`config.mk`:
```
export PLATFORM = sky130hd
export DESIGN_NAME = wlan_frame_header_classifier
export DESIGN_NICKNAME = d
export VERILOG_FILES = /design/src/rtl/core/wfhc_pkg.sv /design/src/rtl/core/wfhc_front.sv /design/src/rtl/core/wfhc_queue.sv /design/src/rtl/core/wfhc_back.sv /design/src/rtl/core/wlan_frame_header_classifier.sv
export SDC_FILE = /design/constraint.sdc
export NUM_CORES = 2
export LEC_CHECK = 0
export BUFFER_PORTS_ARGS = -buffer_cell sky130_fd_sc_hd__buf_4
export CORE_MARGIN = 5
export CORE_UTILIZATION = 40
export DETAILED_ROUTE_END_ITERATION = 7
export PLACE_DENSITY_LB_ADDON = 0.15
export SLEW_MARGIN = 30
export SYNTH_ARGS = -nofsm -noshare
export SYNTH_HDL_FRONTEND = slang
export SYNTH_SLANG_ARGS = --single-unit
```
`constraint.sdc`:
```
create_clock -name clock -period 21.4 [get_ports clock]
set_clock_uncertainty 0.2 [all_clocks]
set_input_delay 1.07 -clock clock [delete_from_list [all_inputs] [get_ports clock]]
set_output_delay 1.07 -clock clock [all_outputs]
set_load 0.05 [all_outputs]
```
`src/rtl/core/wfhc_pkg.sv`:
```
package wfhc_pkg;

   localparam int HDR_BYTES  = 36;
   localparam int LEN_W      = 13;
   localparam int NUM_ATTRS  = 20;
   localparam int IDX_W      = 5;
   localparam int CSR_IDX_W  = 2;
   localparam int CSR_DATA_W = 13;

   // register indexes
   localparam logic [CSR_IDX_W-1:0] CSR_MGMT_LIMIT = 2'd0;
   localparam logic [CSR_IDX_W-1:0] CSR_CTRL_LIMIT = 2'd1;
   localparam logic [CSR_IDX_W-1:0] CSR_SSID_LIMIT = 2'd2;

   // attribute numbers
   localparam int ATTR_TYPE      = 0;
   localparam int ATTR_SUBTYPE   = 1;
   localparam int ATTR_DIR       = 2;
   localparam int ATTR_CORRUPT   = 3;
   localparam int ATTR_SEQ       = 4;
   localparam int ATTR_FRAG      = 5;
   localparam int ATTR_MOREFRAG  = 6;
   localparam int ATTR_PRIVACY   = 7;
   localparam int ATTR_DEST      = 8;
   localparam int ATTR_SRC       = 9;
   localparam int ATTR_BSSID     = 10;
   localparam int ATTR_SSIDLEN   = 11;
   localparam int ATTR_SSIDBLANK = 12;
   localparam int ATTR_RATE      = 13;
   localparam int ATTR_CHANNEL   = 14;
   localparam int ATTR_INTERVAL  = 15;
   localparam int ATTR_REASON    = 16;
   localparam int ATTR_TSTAMP    = 17;
   localparam int ATTR_DATASIZE  = 18;
   localparam int ATTR_HDROFF    = 19;

   localparam logic [1:0] FT_MGMT = 2'd0;
   localparam logic [1:0] FT_CTRL = 2'd1;
   localparam logic [1:0] FT_DATA = 2'd2;

   localparam logic [3:0] SUB_PROBE_REQ  = 4'd4;
   localparam logic [3:0] SUB_PROBE_RSP  = 4'd5;
   localparam logic [3:0] SUB_BEACON     = 4'd8;
   localparam logic [3:0] SUB_ATIM       = 4'd9;
   localparam logic [3:0] SUB_DISASSOC   = 4'd10;
   localparam logic [3:0] SUB_CTRL_FIRST = 4'd11;
   localparam logic [3:0] SUB_ACK        = 4'd13;
   localparam logic [63:0] SUB_UNKNOWN   = 64'd16;

   localparam logic [7:0] EID_SSID  = 8'd0;
   localparam logic [7:0] EID_RATES = 8'd1;
   localparam logic [7:0] EID_CHAN  = 8'd3;
   localparam logic [7:0] EID_NONE  = 8'hFF;

   localparam logic [1:0] PH_ID   = 2'd0;
   localparam logic [1:0] PH_LEN  = 2'd1;
   localparam logic [1:0] PH_BODY = 2'd2;

   localparam logic [LEN_W-1:0] MIN_FRAME   = 13'd24;
   localparam logic [LEN_W-1:0] WALK_PROBE  = 13'd24;
   localparam logic [LEN_W-1:0] WALK_FIXED  = 13'd36;
   localparam logic [LEN_W-1:0] MIN_4ADDR   = 13'd30;
   localparam logic [63:0]      MAC_BCAST   = 64'hFFFF_FFFF_FFFF;

   typedef logic [HDR_BYTES-1:0][7:0] hdr_type;

   // everything the back end needs about one finished frame
   typedef struct packed {
      hdr_type          hdr;
      logic [LEN_W-1:0] len;
      logic             mid_element;
      logic [2:0]       found;
      logic [7:0]       ssid_bytes;
      logic             ssid_nonzero;
      logic [6:0]       peak_rate;
      logic [7:0]       channel;
      logic             ssid_corrupt;
   } snap_type;

   function automatic logic [63:0] mac_at(hdr_type h, int off);
      logic [63:0] m;
      m = '0;
      for (int i = 0; i < 6; i++) m = {m[55:0], h[off+i]};
      return m;
   endfunction

   function automatic logic [63:0] le16_at(hdr_type h, int off);
      return {48'd0, h[off+1], h[off]};
   endfunction

endpackage

```
`src/rtl/core/wfhc_front.sv`:
```
module wfhc_front
   import wfhc_pkg::*;
#(
   parameter int MAX_FRAME_BYTES = 4096
) (
   input  logic             clock,
   input  logic             reset,
   input  logic             byte_valid,
   input  logic [7:0]       byte_data,
   input  logic             byte_end,
   input  logic [7:0]       ssid_limit,
   output logic             push,
   output snap_type         push_data
);

   localparam logic [LEN_W-1:0] MAX_LEN = LEN_W'(MAX_FRAME_BYTES);

   logic [LEN_W-1:0] count_ff, count_in;
   hdr_type          hdr_ff, hdr_in;
   logic [1:0]       phase_ff, phase_in;
   logic [7:0]       eid_ff, eid_in;
   logic [7:0]       left_ff, left_in;
   logic [2:0]       found_ff, found_in;
   logic [7:0]       ssid_bytes_ff, ssid_bytes_in;
   logic             ssid_nz_ff, ssid_nz_in;
   logic [6:0]       peak_ff, peak_in;
   logic [7:0]       chan_ff, chan_in;
   logic             corrupt_ff, corrupt_in;

   logic             active, walking;
   logic [3:0]       sub;
   logic [LEN_W-1:0] start;

   always_comb begin
      active  = count_ff < MAX_LEN;
      sub     = hdr_ff[0][7:4];
      start   = (sub == SUB_PROBE_REQ) ? WALK_PROBE : WALK_FIXED;
      walking = (hdr_ff[0][3:2] == FT_MGMT) &&
                (sub == SUB_PROBE_REQ || sub == SUB_PROBE_RSP || sub == SUB_BEACON) &&
                (count_ff >= start) && active;

      hdr_in        = hdr_ff;
      count_in      = count_ff;
      phase_in      = phase_ff;
      eid_in        = eid_ff;
      left_in       = left_ff;
      found_in      = found_ff;
      ssid_bytes_in = ssid_bytes_ff;
      ssid_nz_in    = ssid_nz_ff;
      peak_in       = peak_ff;
      chan_in       = chan_ff;
      corrupt_in    = corrupt_ff;

      if (active) begin
         if (count_ff == '0) hdr_in = '0;
         if (count_ff < LEN_W'(HDR_BYTES)) hdr_in[count_ff[5:0]] = byte_data;
         count_in = count_ff + 1'b1;
      end

      if (walking) begin
         unique case (phase_ff)
            PH_ID: begin
               eid_in   = byte_data;
               phase_in = PH_LEN;
            end
            PH_LEN: begin
               left_in = byte_data;
               if (eid_ff == EID_SSID) begin
                  if (found_ff[0]) eid_in = EID_NONE;
                  else begin
                     found_in[0]   = 1'b1;
                     ssid_bytes_in = byte_data;
                     ssid_nz_in    = 1'b0;
                     if (byte_data > ssid_limit) corrupt_in = 1'b1;
                  end
               end else if (eid_ff == EID_RATES) begin
                  if (found_ff[1]) eid_in = EID_NONE;
                  else found_in[1] = 1'b1;
               end else if (eid_ff == EID_CHAN) begin
                  if (found_ff[2]) eid_in = EID_NONE;
                  else begin
                     found_in[2] = 1'b1;
                     chan_in     = '0;
                  end
               end
               phase_in = (byte_data != 8'd0) ? PH_BODY : PH_ID;
            end
            default: begin
               if (eid_ff == EID_SSID) begin
                  if (byte_data != 8'd0) ssid_nz_in = 1'b1;
               end else if (eid_ff == EID_RATES) begin
                  if (byte_data[6:0] > peak_ff) peak_in = byte_data[6:0];
               end else if (eid_ff == EID_CHAN) begin
                  chan_in = byte_data;
                  eid_in  = EID_NONE;
               end
               left_in = left_ff - 1'b1;
               if (left_in == 8'd0) phase_in = PH_ID;
            end
         endcase
      end

      push                   = byte_valid && byte_end && (count_in >= MIN_FRAME);
      push_data.hdr          = hdr_in;
      push_data.len          = count_in;
      push_data.mid_element  = phase_in != PH_ID;
      push_data.found        = found_in;
      push_data.ssid_bytes   = ssid_bytes_in;
      push_data.ssid_nonzero = ssid_nz_in;
      push_data.peak_rate    = peak_in;
      push_data.channel      = chan_in;
      push_data.ssid_corrupt = corrupt_in;
   end

   always_ff @(posedge clock) begin
      if (byte_valid) hdr_ff <= hdr_in;
      if (reset) begin
         count_ff      <= '0;
         phase_ff      <= PH_ID;
         eid_ff        <= '0;
         left_ff       <= '0;
         found_ff      <= '0;
         ssid_bytes_ff <= '0;
         ssid_nz_ff    <= 1'b0;
         peak_ff       <= '0;
         chan_ff       <= '0;
         corrupt_ff    <= 1'b0;
      end else if (byte_valid) begin
         if (byte_end) begin
            count_ff      <= '0;
            phase_ff      <= PH_ID;
            eid_ff        <= '0;
            left_ff       <= '0;
            found_ff      <= '0;
            ssid_bytes_ff <= '0;
            ssid_nz_ff    <= 1'b0;
            peak_ff       <= '0;
            chan_ff       <= '0;
            corrupt_ff    <= 1'b0;
         end else begin
            count_ff      <= count_in;
            phase_ff      <= phase_in;
            eid_ff        <= eid_in;
            left_ff       <= left_in;
            found_ff      <= found_in;
            ssid_bytes_ff <= ssid_bytes_in;
            ssid_nz_ff    <= ssid_nz_in;
            peak_ff       <= peak_in;
            chan_ff       <= chan_in;
            corrupt_ff    <= corrupt_in;
         end
      end
   end

endmodule

```
`src/rtl/core/wfhc_queue.sv`:
```
module wfhc_queue
   import wfhc_pkg::*;
(
   input  logic     clock,
   input  logic     reset,
   input  logic     push,
   input  snap_type push_data,
   output logic     not_full,
   input  logic     pop,
   output logic     not_empty,
   output snap_type head
);

   snap_type   mem_ff [2];
   logic       wr_ptr_ff, rd_ptr_ff;
   logic [1:0] fill_ff;

   assign not_full  = fill_ff != 2'd2;
   assign not_empty = fill_ff != 2'd0;
   assign head      = mem_ff[rd_ptr_ff];

   always_ff @(posedge clock) begin
      if (push) mem_ff[wr_ptr_ff] <= push_data;
      if (reset) begin
         wr_ptr_ff <= 1'b0;
         rd_ptr_ff <= 1'b0;
         fill_ff   <= '0;
      end else begin
         if (push) wr_ptr_ff <= ~wr_ptr_ff;
         if (pop)  rd_ptr_ff <= ~rd_ptr_ff;
         if (push && !pop) fill_ff <= fill_ff + 1'b1;
         else if (pop && !push) fill_ff <= fill_ff - 1'b1;
      end
   end

endmodule

```
`src/rtl/core/wfhc_back.sv`:
```
module wfhc_back
   import wfhc_pkg::*;
(
   input  logic                  clock,
   input  logic                  reset,
   input  logic                  snap_valid,
   input  snap_type              snap,
   output logic                  snap_pop,
   input  logic [LEN_W-1:0]      mgmt_limit,
   input  logic [LEN_W-1:0]      ctrl_limit,
   output logic                  rsp_tvalid,
   input  logic                  rsp_tready,
   output logic [71:0]           rsp_tdata,
   output logic                  rsp_tlast
);

   logic [63:0]      vals_ff [NUM_ATTRS];
   logic [63:0]      v [NUM_ATTRS];
   logic             busy_ff;
   logic [IDX_W-1:0] idx_ff;
   logic             valid_ff;
   logic [71:0]      data_ff;
   logic             last_ff;
   logic             out_free;

   hdr_type          h;
   logic [1:0]       ftype;
   logic [3:0]       sub;
   logic [63:0]      dir;
   logic [LEN_W-1:0] len, start;
   logic             ssid_ok, rate_ok;

   assign snap_pop   = snap_valid && !busy_ff;
   assign out_free   = !valid_ff || rsp_tready;
   assign rsp_tvalid = valid_ff;
   assign rsp_tdata  = data_ff;
   assign rsp_tlast  = last_ff;

   always_comb begin
      h       = snap.hdr;
      len     = snap.len;
      ftype   = h[0][3:2];
      sub     = h[0][7:4];
      start   = (sub == SUB_PROBE_REQ) ? WALK_PROBE : WALK_FIXED;
      ssid_ok = snap.found[0];
      rate_ok = snap.found[1];
      unique case (h[1][1:0])
         2'd0:    dir = 64'd1;
         2'd1:    dir = 64'd3;
         2'd2:    dir = 64'd2;
         default: dir = 64'd4;
      endcase
      for (int i = 0; i < NUM_ATTRS; i++) v[i] = '0;
      v[ATTR_TYPE]     = {62'd0, ftype};
      v[ATTR_SUBTYPE]  = SUB_UNKNOWN;
      v[ATTR_DIR]      = dir;
      v[ATTR_SEQ]      = {52'd0, h[23], h[22][7:4]};
      v[ATTR_FRAG]     = {60'd0, h[22][3:0]};
      v[ATTR_MOREFRAG] = {63'd0, h[1][2]};

      if (ftype == FT_MGMT) begin
         v[ATTR_DIR] = '0;
         if (len > mgmt_limit) begin
            v[ATTR_CORRUPT] = 64'd1;
         end else begin
            if (sub == SUB_PROBE_REQ) begin
               v[ATTR_HDROFF] = 64'd24;
            end else begin
               v[ATTR_HDROFF]  = 64'd36;
               v[ATTR_PRIVACY] = {63'd0, h[34][4]};
               if (h[34][1:0] == 2'd2) v[ATTR_DIR] = 64'd1;
               v[ATTR_TSTAMP]  = {h[31], h[30], h[29], h[28], h[27], h[26], h[25], h[24]};
            end
            if ((sub == SUB_PROBE_REQ || sub == SUB_PROBE_RSP || sub == SUB_BEACON) &&
                (len <= start || snap.mid_element)) begin
               v[ATTR_CORRUPT] = 64'd1;
            end else if ((sub == SUB_PROBE_REQ || sub == SUB_PROBE_RSP || sub == SUB_BEACON) &&
                         ssid_ok && snap.ssid_corrupt) begin
               v[ATTR_SSIDLEN] = {56'd0, snap.ssid_bytes};
               v[ATTR_CORRUPT] = 64'd1;
            end else begin
               if (sub == SUB_PROBE_REQ || sub == SUB_PROBE_RSP || sub == SUB_BEACON) begin
                  if (ssid_ok) begin
                     v[ATTR_SSIDLEN] = {56'd0, snap.ssid_bytes};
                     if (snap.ssid_bytes != 8'd0 && !snap.ssid_nonzero)
                        v[ATTR_SSIDBLANK] = 64'd1;
                  end
                  if (rate_ok) v[ATTR_RATE] = {57'd0, snap.peak_rate};
                  if (snap.found[2]) v[ATTR_CHANNEL] = {56'd0, snap.channel};
               end
               if (sub == SUB_PROBE_REQ) begin
                  v[ATTR_SUBTYPE] = {60'd0, sub};
                  v[ATTR_DIR]     = 64'd3;
                  v[ATTR_SRC]     = mac_at(h, 10);
                  v[ATTR_BSSID]   = mac_at(h, 10);
                  if (!ssid_ok) v[ATTR_CORRUPT] = 64'd1;
               end else if (sub <= 4'd3 || sub == SUB_PROBE_RSP || sub == SUB_BEACON ||
                            (sub >= SUB_ATIM && sub <= 4'd12)) begin
                  v[ATTR_SUBTYPE] = {60'd0, sub};
                  v[ATTR_DEST]    = mac_at(h, 4);
                  v[ATTR_SRC]     = mac_at(h, 10);
                  v[ATTR_BSSID]   = mac_at(h, 16);
                  if (sub == SUB_ATIM) v[ATTR_DIR] = '0;
                  if (sub >= SUB_DISASSOC) v[ATTR_REASON] = le16_at(h, 24);
                  if (sub == SUB_BEACON) begin
                     v[ATTR_INTERVAL] = le16_at(h, 32);
                     if (mac_at(h, 4) != MAC_BCAST || !ssid_ok || !rate_ok)
                        v[ATTR_CORRUPT] = 64'd1;
                  end
               end
            end
         end
      end else if (ftype == FT_CTRL) begin
         if (len > ctrl_limit) begin
            v[ATTR_CORRUPT] = 64'd1;
         end else begin
            v[ATTR_DIR] = '0;
            if (sub >= SUB_CTRL_FIRST) begin
               v[ATTR_SUBTYPE] = {60'd0, sub};
               if (sub == SUB_ACK) v[ATTR_DEST] = mac_at(h, 4);
            end
         end
      end else if (ftype == FT_DATA) begin
         if (sub > 4'd6) begin
            v[ATTR_CORRUPT] = 64'd1;
         end else begin
            v[ATTR_SUBTYPE] = {60'd0, sub};
            unique case (h[1][1:0])
               2'd0: begin
                  v[ATTR_DEST]   = mac_at(h, 4);
                  v[ATTR_SRC]    = mac_at(h, 10);
                  v[ATTR_BSSID]  = (mac_at(h, 16) == '0) ? mac_at(h, 10) : mac_at(h, 16);
                  v[ATTR_HDROFF] = 64'd24;
               end
               2'd2: begin
                  v[ATTR_DEST]   = mac_at(h, 4);
                  v[ATTR_BSSID]  = mac_at(h, 10);
                  v[ATTR_SRC]    = mac_at(h, 16);
                  v[ATTR_HDROFF] = 64'd24;
               end
               2'd1: begin
                  v[ATTR_BSSID]  = mac_at(h, 4);
                  v[ATTR_SRC]    = mac_at(h, 10);
                  v[ATTR_DEST]   = mac_at(h, 16);
                  v[ATTR_HDROFF] = 64'd24;
               end
               default: begin
                  if (len >= MIN_4ADDR) begin
                     v[ATTR_BSSID]  = mac_at(h, 10);
                     v[ATTR_SRC]    = mac_at(h, 24);
                     v[ATTR_DEST]   = mac_at(h, 4);
                     v[ATTR_HDROFF] = 64'd30;
                  end
               end
            endcase
            if (h[1][1:0] == 2'd3 && len < MIN_4ADDR) begin
               v[ATTR_CORRUPT] = 64'd1;
            end else begin
               v[ATTR_DATASIZE] = {51'd0, len - v[ATTR_HDROFF][LEN_W-1:0]};
            end
         end
      end
   end

   always_ff @(posedge clock) begin
      if (snap_pop) begin
         for (int i = 0; i < NUM_ATTRS; i++) vals_ff[i] <= v[i];
      end
      if (out_free && busy_ff) begin
         data_ff <= {3'd0, vals_ff[idx_ff], idx_ff};
         last_ff <= idx_ff == IDX_W'(NUM_ATTRS - 1);
      end
      if (reset) begin
         busy_ff  <= 1'b0;
         idx_ff   <= '0;
         valid_ff <= 1'b0;
      end else begin
         if (out_free) valid_ff <= busy_ff;
         if (snap_pop) begin
            busy_ff <= 1'b1;
            idx_ff  <= '0;
         end else if (out_free && busy_ff) begin
            idx_ff <= idx_ff + 1'b1;
            if (idx_ff == IDX_W'(NUM_ATTRS - 1)) busy_ff <= 1'b0;
         end
      end
   end

endmodule

```
`src/rtl/core/wlan_frame_header_classifier.sv`:
```
// frame bytes are taken one per cycle whenever the frame queue has room
// results: 20 beats per frame of 24 bytes or more, via queue, attribute regs and output reg
// result side sends one beat per cycle while rsp_tready is high, with an idle gap between frames
// a two-entry frame queue lets the byte side run on while results drain
// reset (synchronous, active high) clears parse state, queue and output; limits go to 512/128/32
module wlan_frame_header_classifier
   import wfhc_pkg::*;
#(
   parameter int MAX_FRAME_BYTES = 4096
) (
   input  logic                  clock,
   input  logic                  reset,
   input  logic                  req_tvalid,
   output logic                  req_tready,
   input  logic [7:0]            req_tdata,   // frame_byte
   input  logic                  req_tlast,   // frame_end
   output logic                  rsp_tvalid,
   input  logic                  rsp_tready,
   output logic [71:0]           rsp_tdata,   // attr_id [4:0], attr_value [68:5], zero pad
   output logic                  rsp_tlast,   // attr_last
   input  logic                  csr_we,
   input  logic [CSR_IDX_W-1:0]  csr_addr,
   input  logic [CSR_DATA_W-1:0] csr_wdata
);

   logic [LEN_W-1:0] mgmt_limit_ff, ctrl_limit_ff;
   logic [7:0]       ssid_limit_ff;
   logic             beat, push, not_full, not_empty, pop;
   snap_type         push_data, head;

   assign req_tready = not_full;
   assign beat       = req_tvalid && not_full;

   always_ff @(posedge clock) begin
      if (reset) begin
         mgmt_limit_ff <= 13'd512;
         ctrl_limit_ff <= 13'd128;
         ssid_limit_ff <= 8'd32;
      end else if (csr_we) begin
         unique case (csr_addr)
            CSR_MGMT_LIMIT: mgmt_limit_ff <= csr_wdata;
            CSR_CTRL_LIMIT: ctrl_limit_ff <= csr_wdata;
            CSR_SSID_LIMIT: ssid_limit_ff <= csr_wdata[7:0];
            default: ;
         endcase
      end
   end

   wfhc_front #(.MAX_FRAME_BYTES(MAX_FRAME_BYTES)) u_front (
      .clock      (clock),
      .reset      (reset),
      .byte_valid (beat),
      .byte_data  (req_tdata),
      .byte_end   (req_tlast),
      .ssid_limit (ssid_limit_ff),
      .push       (push),
      .push_data  (push_data)
   );

   wfhc_queue u_queue (
      .clock     (clock),
      .reset     (reset),
      .push      (push),
      .push_data (push_data),
      .not_full  (not_full),
      .pop       (pop),
      .not_empty (not_empty),
      .head      (head)
   );

   wfhc_back u_back (
      .clock      (clock),
      .reset      (reset),
      .snap_valid (not_empty),
      .snap       (head),
      .snap_pop   (pop),
      .mgmt_limit (mgmt_limit_ff),
      .ctrl_limit (ctrl_limit_ff),
      .rsp_tvalid (rsp_tvalid),
      .rsp_tready (rsp_tready),
      .rsp_tdata  (rsp_tdata),
      .rsp_tlast  (rsp_tlast)
   );

endmodule
```
# After elaboration in Yosys (flattened, before gate mapping)
# Memory sizes are Yosys's and may differ from the RTL's. A register that Yosys moved wholly into a read port is not among the register bits.
# Cells that the tools add are included.
word_totals:
  register_bits: 462
  ram_bits: 1940
  input_bits: 29
  mem_count: 2
mem_list:
  columns: ["name", "words", "word_bits", "read_ports", "rd_clocked_by_memory_dff", "wr", "line", "source"]
  rows:
  - ["u_back.vals_ff", 20, 64, 1, 1, 20, "wfhc_back.sv:17", "logic [63:0] vals_ff [NUM_ATTRS];"]
  - ["u_queue.mem_ff", 2, 330, 1, 1, 1, "wfhc_queue.sv:14", "snap_type mem_ff [2];"]
op_classes:
  n_addsub: 6
  n_lt_le_gt_ge: 19
  n_eq_ne: 29
  n_mux: 157
  n_bitwise: 2
  reduce_logical: 62
ops:
  columns: ["operator", "count"]
  rows:
  - ["64-bit 2-to-1 mux", 25]
  - ["128-bit 2-to-1 mux", 11]
  - ["192-bit 2-to-1 mux", 6]
  - ["288-bit 2-to-1 mux", 4]
  - ["704-bit 2-to-1 mux", 1]
  - ["576-bit 2-to-1 mux", 1]
  - ["192-bit one-hot mux with 3 select lines", 1]
  - ["448-bit 2-to-1 mux", 1]
  - ["176-bit 2-to-1 mux", 2]
  - ["320-bit 2-to-1 mux", 1]
  - ["288-bit bitwise mux", 1]
  - ["256-bit 2-to-1 mux", 1]
  - ["8-bit 2-to-1 mux", 29]
  - ["133-bit 2-to-1 mux", 1]
  - ["48-bit 2-to-1 mux", 2]
  - ["72-bit 2-to-1 mux", 1]
  - ["7-bit 2-to-1 mux", 7]
  - ["8-bit demux with 6-bit select", 1]
  - ["48-bit zero test", 1]
  - ["48-bit != test, second input constant", 1]
  - ["8-bit one-hot mux with 2 select lines", 3]
  - ["13-bit 2-to-1 mux", 3]
  - ["1-bit 2-to-1 mux", 34]
  - ["16-bit 2-to-1 mux", 2]
  - ["55 further kinds", 135]

# Logic depth before layout (Yosys ltp)
depth:
  ltp_word: 13
  mapped_depth: 22
  mapped_depth_nobuf: 12

# By module
# A second synthesis with hierarchy kept.
hier_totals:
  hier_cells: 4450
  area_unflattened_um2: 63479.6
by_module_without_submodules:
  columns: ["mod", "instances", "cells_per_inst", "area_each_um2"]
  rows:
  - ["wfhc_queue", 1, 1049, 25555.8]
  - ["wfhc_back", 1, 1842, 20552.2]
  - ["wfhc_front", 1, 1426, 15964.1]
  - ["wlan_frame_header_classifier", 1, 133, 1407.6]

# Least setup slack after synthesis
# OpenSTA, ideal clock, no wires.
synth_timing:
  path_type: "input port to flip-flop"
  start: "in req_tvalid"
  end: "mem u_queue.mem_ff[0][0] (netlist bit) (enable)"
  setup_ps: 1309
  arrival_ps: 21493
  t_required_ps: 19891
  setup_slack_ps: -1603
  cell_stages: 4
  n_path_buf: 0
  cell_sequence: "nand2_1 > inv_1 > nand2_1 > nor3_1"
synth_via:
  elab_chain_cells: 5
synth_rtl:
  columns: ["item", "line", "source"]
  rows:
  - ["start, declared", "wlan_frame_header_classifier.sv:13", "input logic req_tvalid,"]
  - ["1-bit logical AND", "wlan_frame_header_classifier.sv:32", "assign beat = req_tvalid && not_full;"]
  - ["1-bit logical AND (2 in a row)", "wfhc_front.sv:103", "push = byte_valid && byte_end && (count_in >= MIN_FRAME);"]
  - ["1-bit 2-to-1 mux", "wfhc_queue.sv:23", "if (push) mem_ff[wr_ptr_ff] <= push_data;"]
  - ["1-bit 2-to-1 mux (not written as such)", "wfhc_queue.sv:23", null]
  - ["end, declared", "wfhc_queue.sv:14", null]
# No other way between the ends.

==> metrics.txt <==
total leakage power=21.1 nW; Syn-to-layout area delta=12.7%; die height=387 um; flops & latches, synth=1325; Final period util=28.9%; Power per Cell Area=115 nW/um2; RSZ-0062 raised after global routing=no; post-CTS sizing=0; largest net degree at the start of global routing=151; Syn Area/Cell=13.0 um2; internal power=5.18 mW; Core Region=142000 um2; sw frac=29.9%; post-CTS setup buffers=0; register area share after synthesis=68.0%; fmax=162 MHz; critical path class=reg2reg; Slew HR=23.6%; Final WS setup=15.23 ns; gr ovfl total=0; via count=37277; GRT Util Overall=22.4%; TritonRoute pass-1 iters=6; dpl cell area=59600 um2; clk slew on worst S/H paths=0.06 ns; HP Start=mgmt_limit_ff[5]$_SDFFE_PP0P_; Final ANT Viol Nets=0; DP Worst Slack=15.12 ns; Post-CTS Hold Buffers=0; Final setup violation count=0; Post-Syn Instances=4366; Gate power share=19.2%; first-pass GRT wire length=250000 um; WHS Endpoint=mgmt_limit_ff[5]$_SDFFE_PP0P_; Final Hold Viols=0; Sw Pwr=2.20 mW; final instance area=64200 um2; number of max-cap violations=0; initial detailed-routing violation count=4384; crit-path max FO=94; clock group share of total power=32.9%; HP Class=reg2reg; post-layout min period=6.17 ns; Avg WL per Cell=27.2 um; Synth top area share=64.3%; slack of the worst reg-to-reg path=15.23 ns; Max VDD drop=0.0000773 V; final net count=4455; most frequent cells after synthesis=edfxtp_1, o21ai_0, nor2_1; Post-synth EDFFs=1220; half-perimeter wire length after placement=104000 um; H-tree Lvls=4; CTS Buf Count=141; Worst Tran Pin Value=1.11 ns; global placement routability congestion=0.829; area leader, netlist=edfxtp_1; Required @ worst endpoint=21.65 ns; Non-Filler Instances=6363; CP endpoint kind=flop; synth warn=0; total routed wirelength=173000 um; Reg2Reg Depth=14; Die X=387 um; Max Root-Sink Buffers=3; total negative slack=0 ns; ratio of cells with drive above 1 in the final layout=10.7%; status=completed; Clock Sinks=1325; CP startpoint kind=flop; Hold Crit Depth=2; full die area=150000 um2; # port buffers=100; Mapped Area=57000 um2; DRC=0; Rows=138; ranking of synthesized cells by area=edfxtp_1, mux2i_1, dfxtp_1; Top FF cell, synth=edfxtp_1; vias in the first global route=35266; share of flip-flops with an asynchronous set or reset=0%; Flop pwr share=47.9%; placed cells=6110; Critical R2R Capture=u_back.vals_ff[9][22]$_DFFE_PP_; antenna violations before repair=10; Ports=104; leading cell type by number of instances after synthesis=edfxtp_1; post-layout util=45.3%; Initial Utilization=40.2%; Avg Vias per Cell=5.86; max-slew violation count=0; Distinct cells, synth=79; CTS tree=yes; Root Buffer=clkbuf_16; Worst EP arrival=6.43 ns; Clk Latency, worst-skew pair=0.76 ns
==> kinds of logic after synthesis <==
| family | Yosys count | synth area share, % |
|---|---|---|
| DFF | 1325 | 68.0 |
| AOI/OAI and AO/OA | 1022 | 10.6 |
| xor gates and xnor gates | 33 | 0.507 |
| and+or+nand+nor | 1155 | 9.61 |
| adders and majority gates | 63 | 1.40 |
| other | 1 | 0.00658 |
| muxes | 378 | 7.08 |
| buffers and inverters | 389 | 2.75 |
==> registers in the layout, indices dropped and copies added, names as in the netlist, 2 cells and up, named ones only <==
register and count:
ctrl_limit_ff 13, mgmt_limit_ff 13, ssid_limit_ff 8, u_back.idx_ff 5, u_back.rsp_tdata 69, u_back.vals_ff 310, u_front.chan_ff 8, u_front.count_ff 13
u_front.eid_ff 8, u_front.found_ff 3, u_front.hdr_ff 252, u_front.left_ff 8, u_front.peak_ff 7, u_front.phase_ff 2, u_front.ssid_bytes_ff 8, u_queue.fill_ff 2
u_queue.mem_ff 588
==> worst max-delay path, cell delays in order (launching register included) <==
cell      delay, ns
dfxtp_4        0.75
buf_12         0.47
mux2_2         0.46
nor2_1         0.19
nand2_1        0.22
inv_1          0.29
ha_1           0.31
a21oi_1        0.16
a22oi_1        0.11
o21bai_1       0.45
a211oi_4       0.12
buf_4          0.42
a21oi_4        0.84
buf_4          0.55
o221ai_1       0.22
==> metal layers <==
| layer | vias up | global-route usage [%] | part of all wire [%] |
|---|---|---|---|
| met2 | 1629 | 33.9 | 45 |
| met1 | 18727 | 33.3 | 45 |
| met5 | - | 0 | 0.0075 |
| li1 | 16688 | - | - |
| met4 | 2 | 5.83 | 2.3 |
| met3 | 231 | 4.03 | 7.8 |
==> stage by stage <==
step	power (mW)	hold slack (ns)
finish	7.38	0.255
global route	7.65	0.272
CTS	7.42	0.256
detailed placement	4.99	0.248
global placement	4.97	0.244
floorplan	4.51	0.206
==> power by group through the flow <==
| stage | Sequential, mW | Clock, mW | Combinational [mW] |
|---|---|---|---|
| 2_1_floorplan | 3.70 | 0 | 0.808 |
| 3_3_place_gp | 3.58 | 0 | 1.39 |
| 3_5_place_dp | 3.59 | 0 | 1.41 |
| 4_1_cts | 3.54 | 2.47 | 1.41 |
| 5_1_grt | 3.57 | 2.58 | 1.50 |
| 6_report | 3.54 | 2.43 | 1.41 |
==> worst max path at each step <==
stage / start / to / slack [ns] / cells past startpoint
2_1_floorplan: u_front.count_ff[4]$_SDFFE_PP0P_ / u_queue.mem_ff[0][0]$_DFFE_PP_ / 7.61 / 8
3_3_place_gp: flop / u_back.vals_ff[9][10]$_DFFE_PP_ / 15.18 / 14
3_5_place_dp: flop / u_back.vals_ff[9][22]$_DFFE_PP_ / 15.12 / 14
4_1_cts: flop / u_back.vals_ff[9][22]$_DFFE_PP_ / 15.11 / 14
5_1_grt: flop / u_back.vals_ff[9][20]$_DFFE_PP_ / 14.88 / 14
6_report: flop / u_back.vals_ff[9][22]$_DFFE_PP_ / 15.23 / 14
==> cells in the final DEF, fill, tap and decap left out, types with 71 or more instances in the layout <==
cell and n:
a21oi_1 263, buf_4 156, clkbuf_16 145, dfxtp_1 101, edfxtp_1 1220, inv_1 71, mux2i_1 321, nand2_1 216
nand3_1 281, nor2_1 359, o21ai_0 391, o221ai_1 97, o22ai_1 150
==> area by class of cell <==
class                   instances  area [um2]
fillers                     12713       77400
flip-flops and latches       1325       38700
multi-input cells            2654       16900
inverters                      76         300
clock inverters                84         793
well taps                    1890        2360
repair buffers                165        1350
diodes                          1        2.50
clock buffers                 168        3720
Note: power is estimated with default switching activity, not from simulation.
